## src/rcpwm_pkg.sv

```systemverilog
`timescale 1ns / 1ps
// rcpwm_pkg: shared types and constants for the rc pwm capture decoder
// no dependencies

package rcpwm_pkg;

   localparam int CHANNELS_DEF   = 4;
   localparam int STAMP_BITS_DEF = 16;

   localparam int FIELD_W = 16;
   localparam int HOLD_W  = 8;
   localparam int CSR_AW  = 2;

   localparam logic [FIELD_W-1:0] JUMP_LIMIT_RST    = 16'd800;
   localparam logic [FIELD_W-1:0] ARM_THRESHOLD_RST = 16'd4200;
   localparam logic [HOLD_W-1:0]  HOLD_TICKS_RST    = 8'd20;
   localparam logic [HOLD_W-1:0]  TICKS_MAX         = 8'd255;
   localparam logic [31:0]        NEUTRAL_WIDTH     = 32'd3500;
   localparam logic [1:0]         ARM_CHANNEL       = 2'd1;

   localparam logic [CSR_AW-1:0] CSR_JUMP_LIMIT    = 2'd0;
   localparam logic [CSR_AW-1:0] CSR_ARM_THRESHOLD = 2'd1;
   localparam logic [CSR_AW-1:0] CSR_HOLD_TICKS    = 2'd2;

   localparam logic OP_EDGE = 1'b0;
   localparam logic OP_TICK = 1'b1;

   typedef struct packed {
      logic               opcode;
      logic [1:0]         channel;
      logic [FIELD_W-1:0] stamp;
   } req_type;

   typedef struct packed {
      logic [1:0]         out_channel;
      logic [FIELD_W-1:0] width;
      logic               width_valid;
      logic               jump_rejected;
      logic               arm_seen;
      logic               remote_mode;
   } rsp_type;

endpackage

```

## src/rc_pwm_capture_decoder.sv

```systemverilog
`timescale 1ns / 1ps
// rc_pwm_capture_decoder: four-channel rc pwm pulse width decoder
// rsp_valid rises after accept via stage 1 and response registers; one request per cycle
// while rsp_stall is low, set by the registered state memory read and write-back stage
// channel state memory entries read as their reset value until first written (per-entry
// valid flops cleared by reset), so no clearing pass; synchronous active-high reset
// depends on rcpwm_pkg

module rc_pwm_capture_decoder #(
   parameter int CHANNELS   = rcpwm_pkg::CHANNELS_DEF,
   parameter int STAMP_BITS = rcpwm_pkg::STAMP_BITS_DEF
) (
   input  logic                            clock,
   input  logic                            reset,
   input  logic                            req_valid,
   output logic                            req_stall,
   input  rcpwm_pkg::req_type              req_data,
   output logic                            rsp_valid,
   input  logic                            rsp_stall,
   output rcpwm_pkg::rsp_type              rsp_data,
   input  logic                            csr_we,
   input  logic [rcpwm_pkg::CSR_AW-1:0]    csr_index,
   input  logic [rcpwm_pkg::FIELD_W-1:0]   csr_wdata
);

   localparam int AW    = (CHANNELS > 1) ? $clog2(CHANNELS) : 1;
   localparam int EXT_W = (AW >= 2) ? AW + 1 : 2;
   localparam int CW    = (STAMP_BITS > rcpwm_pkg::FIELD_W) ? STAMP_BITS : rcpwm_pkg::FIELD_W;

   typedef struct packed {
      logic                  await_fall;
      logic [STAMP_BITS-1:0] rise_time;
      logic [STAMP_BITS-1:0] last_width;
   } entry_type;

   localparam logic [STAMP_BITS-1:0] NEUTRAL = STAMP_BITS'(rcpwm_pkg::NEUTRAL_WIDTH);
   localparam entry_type ENTRY_RST = '{await_fall: 1'b0, rise_time: '0, last_width: NEUTRAL};

   // configuration
   logic [rcpwm_pkg::FIELD_W-1:0] jump_limit_ff;
   logic [rcpwm_pkg::FIELD_W-1:0] arm_threshold_ff;
   logic [rcpwm_pkg::HOLD_W-1:0]  hold_ticks_ff;

   always_ff @(posedge clock) begin
      if (reset) begin
         jump_limit_ff    <= rcpwm_pkg::JUMP_LIMIT_RST;
         arm_threshold_ff <= rcpwm_pkg::ARM_THRESHOLD_RST;
         hold_ticks_ff    <= rcpwm_pkg::HOLD_TICKS_RST;
      end else if (csr_we) begin
         case (csr_index)
            rcpwm_pkg::CSR_JUMP_LIMIT:    jump_limit_ff    <= csr_wdata;
            rcpwm_pkg::CSR_ARM_THRESHOLD: arm_threshold_ff <= csr_wdata;
            rcpwm_pkg::CSR_HOLD_TICKS:    hold_ticks_ff    <= csr_wdata[rcpwm_pkg::HOLD_W-1:0];
            default: ;
         endcase
      end
   end

   // channel state memory
   entry_type mem [CHANNELS];
   logic [CHANNELS-1:0] entry_valid_ff;

   // handshake
   logic s1_valid_ff;
   logic s1_fire;
   logic req_fire;
   logic rsp_valid_ff;
   rcpwm_pkg::rsp_type rsp_data_ff;

   assign s1_fire   = s1_valid_ff && (!rsp_valid_ff || !rsp_stall);
   assign req_stall = s1_valid_ff && !s1_fire;
   assign req_fire  = req_valid && !req_stall;
   assign rsp_valid = rsp_valid_ff;
   assign rsp_data  = rsp_data_ff;

   // read side
   logic [EXT_W-1:0] req_ch_ext;
   logic [AW-1:0]    req_addr;
   logic             req_in_range;

   assign req_ch_ext   = EXT_W'(req_data.channel);
   assign req_addr     = req_ch_ext[AW-1:0];
   assign req_in_range = req_ch_ext < EXT_W'(CHANNELS);

   // stage 1 registers
   rcpwm_pkg::req_type s1_req_ff;
   logic               s1_in_range_ff;
   logic [AW-1:0]      s1_addr_ff;
   entry_type          rd_data_ff;
   logic               rd_hit_ff;
   logic               fwd_ff;
   entry_type          fwd_data_ff;

   // write side
   logic      wr_en;
   entry_type wr_data;

   always_ff @(posedge clock) begin
      if (req_fire) begin
         s1_req_ff      <= req_data;
         s1_in_range_ff <= req_in_range;
         s1_addr_ff     <= req_addr;
         fwd_ff         <= wr_en && (s1_addr_ff == req_addr);
         fwd_data_ff    <= wr_data;
         if (req_in_range) begin
            rd_data_ff <= mem[req_addr];
            rd_hit_ff  <= entry_valid_ff[req_addr];
         end else begin
            rd_data_ff <= ENTRY_RST;
            rd_hit_ff  <= 1'b0;
         end
      end
      if (wr_en) begin
         mem[s1_addr_ff] <= wr_data;
      end
   end

   always_ff @(posedge clock) begin
      if (reset) begin
         entry_valid_ff <= '0;
      end else if (wr_en) begin
         entry_valid_ff[s1_addr_ff] <= 1'b1;
      end
   end

   // stage 1 compute
   entry_type             cur;
   logic [STAMP_BITS-1:0] stamp_s;
   logic [STAMP_BITS-1:0] w_raw;
   logic [STAMP_BITS-1:0] diff;
   logic [STAMP_BITS-1:0] w_acc;
   logic                  rejected;
   logic                  is_tick;
   logic                  is_fall;
   logic                  armed_ff;
   logic                  armed_in;
   logic [rcpwm_pkg::HOLD_W-1:0] armed_ticks_ff;
   logic [rcpwm_pkg::HOLD_W-1:0] armed_ticks_in;
   logic                  mode_ff;
   logic                  mode_in;
   rcpwm_pkg::rsp_type    rsp_in;

   always_comb begin
      cur      = fwd_ff ? fwd_data_ff : (rd_hit_ff ? rd_data_ff : ENTRY_RST);
      stamp_s  = STAMP_BITS'(s1_req_ff.stamp);
      w_raw    = stamp_s - cur.rise_time;
      diff     = (w_raw >= cur.last_width) ? (w_raw - cur.last_width)
                                            : (cur.last_width - w_raw);
      rejected = CW'(diff) > CW'(jump_limit_ff);
      w_acc    = rejected ? cur.last_width : w_raw;
      is_tick  = s1_req_ff.opcode == rcpwm_pkg::OP_TICK;
      is_fall  = !is_tick && s1_in_range_ff && cur.await_fall;

      wr_en   = s1_fire && !is_tick && s1_in_range_ff;
      wr_data = cur.await_fall ? '{await_fall: 1'b0, rise_time: cur.rise_time, last_width: w_acc}
                               : '{await_fall: 1'b1, rise_time: stamp_s,
                                   last_width: cur.last_width};

      armed_in       = armed_ff;
      armed_ticks_in = armed_ticks_ff;
      mode_in        = mode_ff;
      if (is_tick) begin
         if (!mode_ff) begin
            if (armed_ff) begin
               if (armed_ticks_ff < rcpwm_pkg::TICKS_MAX) begin
                  armed_ticks_in = armed_ticks_ff + 1'b1;
               end
            end else begin
               armed_ticks_in = '0;
            end
            if (armed_ticks_in > hold_ticks_ff) begin
               mode_in = 1'b1;
            end
         end
         armed_in = 1'b0;
      end else if (is_fall && s1_req_ff.channel == rcpwm_pkg::ARM_CHANNEL
                   && CW'(w_acc) > CW'(arm_threshold_ff)) begin
         armed_in = 1'b1;
      end

      rsp_in.out_channel   = is_tick ? 2'd0 : s1_req_ff.channel;
      rsp_in.width         = is_fall ? rcpwm_pkg::FIELD_W'(CW'(w_acc)) : '0;
      rsp_in.width_valid   = is_fall;
      rsp_in.jump_rejected = is_fall && rejected;
      rsp_in.arm_seen      = armed_in;
      rsp_in.remote_mode   = mode_in;
   end

   always_ff @(posedge clock) begin
      if (reset) begin
         s1_valid_ff    <= 1'b0;
         rsp_valid_ff   <= 1'b0;
         armed_ff       <= 1'b0;
         armed_ticks_ff <= '0;
         mode_ff        <= 1'b0;
      end else begin
         if (req_fire) begin
            s1_valid_ff <= 1'b1;
         end else if (s1_fire) begin
            s1_valid_ff <= 1'b0;
         end
         if (s1_fire) begin
            rsp_valid_ff   <= 1'b1;
            armed_ff       <= armed_in;
            armed_ticks_ff <= armed_ticks_in;
            mode_ff        <= mode_in;
         end else if (!rsp_stall) begin
            rsp_valid_ff <= 1'b0;
         end
      end
   end

   always_ff @(posedge clock) begin
      if (s1_fire) begin
         rsp_data_ff <= rsp_in;
      end
   end

endmodule

```

## config.mk

```make
export PLATFORM = sky130hd
export DESIGN_NAME = rc_pwm_capture_decoder
export DESIGN_NICKNAME = d
export VERILOG_FILES = /design/src/rcpwm_pkg.sv /design/src/rc_pwm_capture_decoder.sv
export SDC_FILE = /design/constraint.sdc
export NUM_CORES = 1
export LEC_CHECK = 0
export BUFFER_PORTS_ARGS = -buffer_cell sky130_fd_sc_hd__buf_2
export CORE_MARGIN = 3
export CORE_UTILIZATION = 60
export CTS_CLUSTER_DIAMETER = 50
export CTS_CLUSTER_SIZE = 40
export DETAILED_ROUTE_END_ITERATION = 8
export PLACE_DENSITY = 0.78
export RECOVER_POWER = 100
export SYNTH_ARGS = -nofsm -noshare
export SYNTH_HDL_FRONTEND = slang
export SYNTH_SLANG_ARGS = --single-unit
export TNS_END_PERCENT = 100
```

## constraint.sdc

```tcl
create_clock -name clock -period 18.2 [get_ports clock]
set_clock_uncertainty 0.1 [all_clocks]
set_input_delay 4.55 -clock clock [delete_from_list [all_inputs] [get_ports clock]]
set_output_delay 4.55 -clock clock [all_outputs]
set_load 0.02 [all_outputs]
```

Yosys cells after proc, flatten, opt, wreduce, memory -nomap -nowiden. Memory sizes are Yosys's and may differ from the RTL's. A register that Yosys moved wholly into a read port is not among the register bits. Index checks and enable logic that the tools add are counted. Widths: inputs -> output; s select.

Register bits after elaboration: 133. RAM bits: 132. Bits of input ports: 42. Output and inout bits: 24. Memories: 1.

Add/sub/neg operators: 4. Order comparisons: 9. Equality and inequality tests: 5. Muxes and demuxes: 24. Bitwise logic cells: 2. Reduce and logical (&&, ||, !) cells: 25.

Memory list: mem (depth 4, bits a word 33, rd ports 1, clocked after memory_dff 1, wr ports 1, RTL line rc_pwm_capture_decoder.sv:60) `entry_type mem [CHANNELS];`.

Operators by type and width (count): $mux 33 (3); $sub 16x16->16 (3); $gt 16x16->1 (2); $mux 16 (2); $mux 8 (4); $ge 16x16->1 (1); $mux 1 (13); $logic_and 1x1->1 (12); $lt 2x3->1 const B (3); $add 8x1->8 const B (1); $gt 8x8->1 (1); $lt 8x8->1 const B (1); $logic_not 1->1 (6); $reduce_and 2->1 (3); $eq 2x1->1 const B (2); $or 4x4->4 (1); $reduce_and 3->1 (1); $bmux 1 s2 (1); $demux 1 s2 (1); $eq 2x2->1 (1); $eq 2x2->1 const B (1); $ge 2x1->1 const B (1); $logic_not 2->1 (1); $ne 2x1->1 const B (1); 3 further kinds (3).

Longest topological paths before layout.
Depth in word-level cells: 11. Depth in mapped cells: 42.

Worst setup path before layout. Ideal clock, no wire load.

Path kind: input port to output port. Start: input rsp_stall. End: output req_stall. Data arrival time: 4.836 ns. Path slack: 8.714 ns. Stages: 1. Path buffers: 0. Path through: and3_1.

Cells in the longest elaborated chain, start to end: 5.

RTL lines: start: declaration (RTL line rc_pwm_capture_decoder.sv:19) `input logic rsp_stall,`; $logic_not 1->1; $logic_or 1x1->1 (RTL line rc_pwm_capture_decoder.sv:70) `assign s1_fire = s1_valid_ff && (!rsp_valid_ff || !rsp_stall);`; $logic_and 1x1->1 (RTL line rc_pwm_capture_decoder.sv:70); $logic_not 1->1 (RTL line rc_pwm_capture_decoder.sv:71) `assign req_stall = s1_valid_ff && !s1_fire;`; $logic_and 1x1->1 (RTL line rc_pwm_capture_decoder.sv:71); end: declaration (RTL line rc_pwm_capture_decoder.sv:16) `output logic req_stall,`.

No other way between the ends.

Final worst setup path.
Start: register fwd_ff. End: register rsp_data_ff (netlist bit rsp_data[1]), data pin.

Cells in the longest elaborated chain, start to end: 10. Elaborated cells between the ends (all ways): 14. Classes of those cells: 3 x add/sub; 3 x order compare; 5 x mux; 3 x reduce/logical.

RTL lines: start: declaration (RTL line rc_pwm_capture_decoder.sv:91) `logic fwd_ff;`; start signal: assignment (RTL line rc_pwm_capture_decoder.sv:103) `fwd_ff <= wr_en && (s1_addr_ff == req_addr);`; $mux 33 (*) (RTL line rc_pwm_capture_decoder.sv:144) `cur = fwd_ff ? fwd_data_ff : (rd_hit_ff ? rd_data_ff : ENTRY_RST);`; $sub 16x16->16 (RTL line rc_pwm_capture_decoder.sv:146) `w_raw = stamp_s - cur.rise_time;`; $sub 16x16->16, or another cell as far along (RTL line rc_pwm_capture_decoder.sv:148) `: (cur.last_width - w_raw);`; $mux 16 (RTL line rc_pwm_capture_decoder.sv:147) `diff = (w_raw >= cur.last_width) ? (w_raw - cur.last_width)`; $gt 16x16->1 (RTL line rc_pwm_capture_decoder.sv:149) `rejected = CW'(diff) > CW'(jump_limit_ff);`; $mux 16 (*) (RTL line rc_pwm_capture_decoder.sv:150) `w_acc = rejected ? cur.last_width : w_raw;`; net w_acc[9] (RTL line rc_pwm_capture_decoder.sv:131) `logic [STAMP_BITS-1:0] w_acc;`; $gt 16x16->1 (*) (RTL line rc_pwm_capture_decoder.sv:177) `&& CW'(w_acc) > CW'(arm_threshold_ff)) begin`; $logic_and 1x1->1 (*) (RTL line rc_pwm_capture_decoder.sv:177); $mux 1 (*) (RTL line rc_pwm_capture_decoder.sv:176) `end else if (is_fall && s1_req_ff.channel == rcpwm_pkg::ARM_CHANNEL`; $mux 1 (*) (RTL line rc_pwm_capture_decoder.sv:162) `if (is_tick) begin`; net armed_in (RTL line rc_pwm_capture_decoder.sv:136) `logic armed_in;`; end signal: assignment (RTL line rc_pwm_capture_decoder.sv:215) `rsp_data_ff <= rsp_in;`; end: declaration (RTL line rc_pwm_capture_decoder.sv:68) `rcpwm_pkg::rsp_type rsp_data_ff;`.

The timed path passes the listed nets; every way through them passes the cells marked *. A chain may end at the register's enable or synchronous reset.

==> results_dict.tcl <==
set metrics [dict create \
    fp.dieW_um 162 \
    gp_congestion 0.923 \
    dieArea_mm2 0.0264 \
    grt_setup_unrepaired "false" \
    synth_warnings 0 \
    dieHeight_um 162 \
    leakagePower_nw 6.04 \
    fin_area_mm2 0.0161 \
    cp.arrival_ns 13.21 \
    num_rows 56 \
    dp_cells 1530 \
    synthArstFlopShare 0 \
    ys_seq_elements 297 \
    initial_utilization 0.618 \
    syn_inst 1186 \
    syn_nets 1314 \
    path_class "flip-flop to flip-flop" \
    nNetsFinal 1367 \
    cts_max_level 1 \
    drt_wl_total_um 31000 \
    final_common_cell "edfxtp_1" \
    vias 9516 \
    io_pins 66 \
    cts_buffers 26 \
    drive_gt1_frac 0.114 \
    finalPower_mw 2.26 \
    grt_usage 0.240 \
    grt_pass1_wl_um 50500 \
    dp_hpwl_um 20600 \
    power_density_mw_per_mm2 140 \
    final_cells 1577 \
    ctsResizeCount 0 \
    clkTransAtPathRegs_ns 0.07 \
    synth-main-ff-cell "edfxtp_1" \
    outcome "complete, but fails checks" \
    drtIter0Drc 789 \
    cp_num_buf_inv 5 \
    maxCapViolCount 10 \
    layout_common_cells "edfxtp_1, a21oi_1, nor2_1, inv_1, ha_1" \
    finalCriticalPeriod_ns 13.03 \
    min_path_type "flip-flop to flip-flop" \
    critPathMaxFanout 33 \
    numClockSinks 297 \
    first_global_vias 9614 \
    vias_per_cell 6.03 \
    min-delay-start "jump_limit_ff[7]" \
    n_antenna_cell 0 \
    synth_area_mm2 0.0147 \
    setup_viol 0 \
    area_growth_syn_to_layout_pct 9.82 \
    drt-pass1-iter-count 5 \
    clk_path_buf_depth 3 \
    ys_seq_area_frac 0.570 \
    port_buffers 65 \
    tns_ns 0 \
    core_mm2 0.0238 \
    vdd_ir_drop_max_v 0.0000965 \
    cts.root.buffer_cell "clkbuf_16" \
    synth_edf_count 241 \
    cpLargestDelayFamily "simple AND/OR/NAND/NOR gates" \
    hold_buffers 0 \
    worstSetupEndpointType "flip-flop" \
    cts_setup_buffers 0 \
    syn_area_per_cell_um2 12.4 \
    cts_tree "built" \
    drc 0 \
    ant_nets 0 \
    max_freq_mhz 76.7 \
    fin_crit_sh 0.716 \
    ys_types 82 \
    gr-total-overflow 0 \
    hold_viol 0 \
    tightest_slew_ns 4.62 \
    r2r_start "fwd_ff" \
    final_max_slew_viol_count 412 \
    wl_per_cell_um 19.7 \
    violations "capacitance limit, slew limit" \
    antenna_found_initial 0 \
    clock_latency_ns 0.54 \
    grt_start_max_net_pins 82 \
    startpoint_type "flip-flop" \
    startpoint "fwd_ff" \
    place_area_mm2 0.0153 \
    relSlewSlack -2.08 \
    max_stage_delay_ns 2.08 \
    crit_required_ns 18.38 \
    cpMaxStageDelayCell "nor2b_1" \
]
## worst min-delay path, delay by kind of cell, from the launching register on
family             cells  cell delay, ns
and+or+nand+nor        1            0.05
AOI/OAI and AO/OA      1            0.05
DFF                    1            0.31
## report_power, final
part | switching [mW] | internal [mW] | total [mW]
logic | 0.500 | 0.319 | 0.819
registers | 0.0146 | 0.817 | 0.832
clock network | 0.277 | 0.333 | 0.609
## area by class of cell
class,instances,area [um2]
tap,319,399
inverter,84,315
clock buffer,27,676
clock inverter,20,294
sequential,297,8360
timing repair buffer,76,333
fill,1701,7640
multi-input combinational,754,5740
## cells in the mapped netlist, drive strengths merged, types with 5 or more instances
cell | instances | area [um2]
a211o | 11 | 96.3
a211oi | 11 | 87.6
a21boi | 5 | 41.3
a21o | 25 | 188
a21oi | 104 | 528
a22oi | 21 | 168
a31oi | 13 | 81.3
and2 | 17 | 106
and3 | 8 | 50.1
buf | 15 | 86.3
clkbuf | 35 | 143
dfxtp | 56 | 1120
edfxtp | 241 | 7240
ha | 84 | 1050
inv | 84 | 315
mux2i | 31 | 310
mux4 | 34 | 766
nand2 | 83 | 322
nand2b | 10 | 62.6
nand3 | 15 | 75.1
nand3b | 7 | 52.6
nand4 | 11 | 68.8
nor2 | 94 | 353
nor2b | 12 | 82.6
nor3 | 11 | 55.1
nor3b | 6 | 45.0
o21a | 8 | 60.1
o21ai | 32 | 160
o21bai | 5 | 37.5
o22ai | 9 | 56.3
or3 | 5 | 31.3
xnor2 | 18 | 173
xor2 | 19 | 174
## final timing paths
kind	end	slack (ns)	depth (start not counted)
min reg2reg	jump_limit_ff[7]	0.36	2
max reg2reg	rsp_data[1]	5.17	34
min	jump_limit_ff[7]	0.36	2
max	rsp_data[1]	5.17	34
## through the flow
stage                     setup slack (ns)  hold slack (ns)  utilization
after detailed placement              8.46            0.347        0.643
after CTS                             8.46            0.358        0.684
after floorplan                       8.71            0.335            -
after global placement                8.49            0.344        0.643
after global routing                  4.54            0.388        0.678
final                                 5.17            0.358        0.678
## logic make-up (layout without fill, tap and decap cells)
group	after synthesis	after routing	synth area share
buffers and inverters	135	207	0.0378
xor gates and xnor gates	37	37	0.0236
DFF	297	297	0.570
AOI/OAI and AO/OA	274	274	0.124
muxes	69	69	0.0767
adders and majority gates	87	87	0.0751
and+or+nand+nor	287	287	0.0936
## flip-flops by register name (all words and copies together) (netlist names), 2 cells and up
name,cells
fwd_data_ff,33
rsp_data,22
mem,132
hold_ticks_ff,8
jump_limit_ff,16
armed_ticks_ff,8
arm_threshold_ff,16
entry_valid_ff,4
stamp_s,16
s1_addr_ff,2
rd_data_ff,33
## layer usage
metal / wire length, um / up-vias / share of wire / track usage
li1: - / 4508 / - / -
met1: 13400 / 4664 / 0.43 / 0.331
met2: 15000 / 264 / 0.48 / 0.400
met3: 1520 / 80 / 0.049 / 0.0331
met4: 1130 / 0 / 0.036 / 0.0772
met5: 0 / - / 0 / 0
Power figures use the tool's default switching activity.
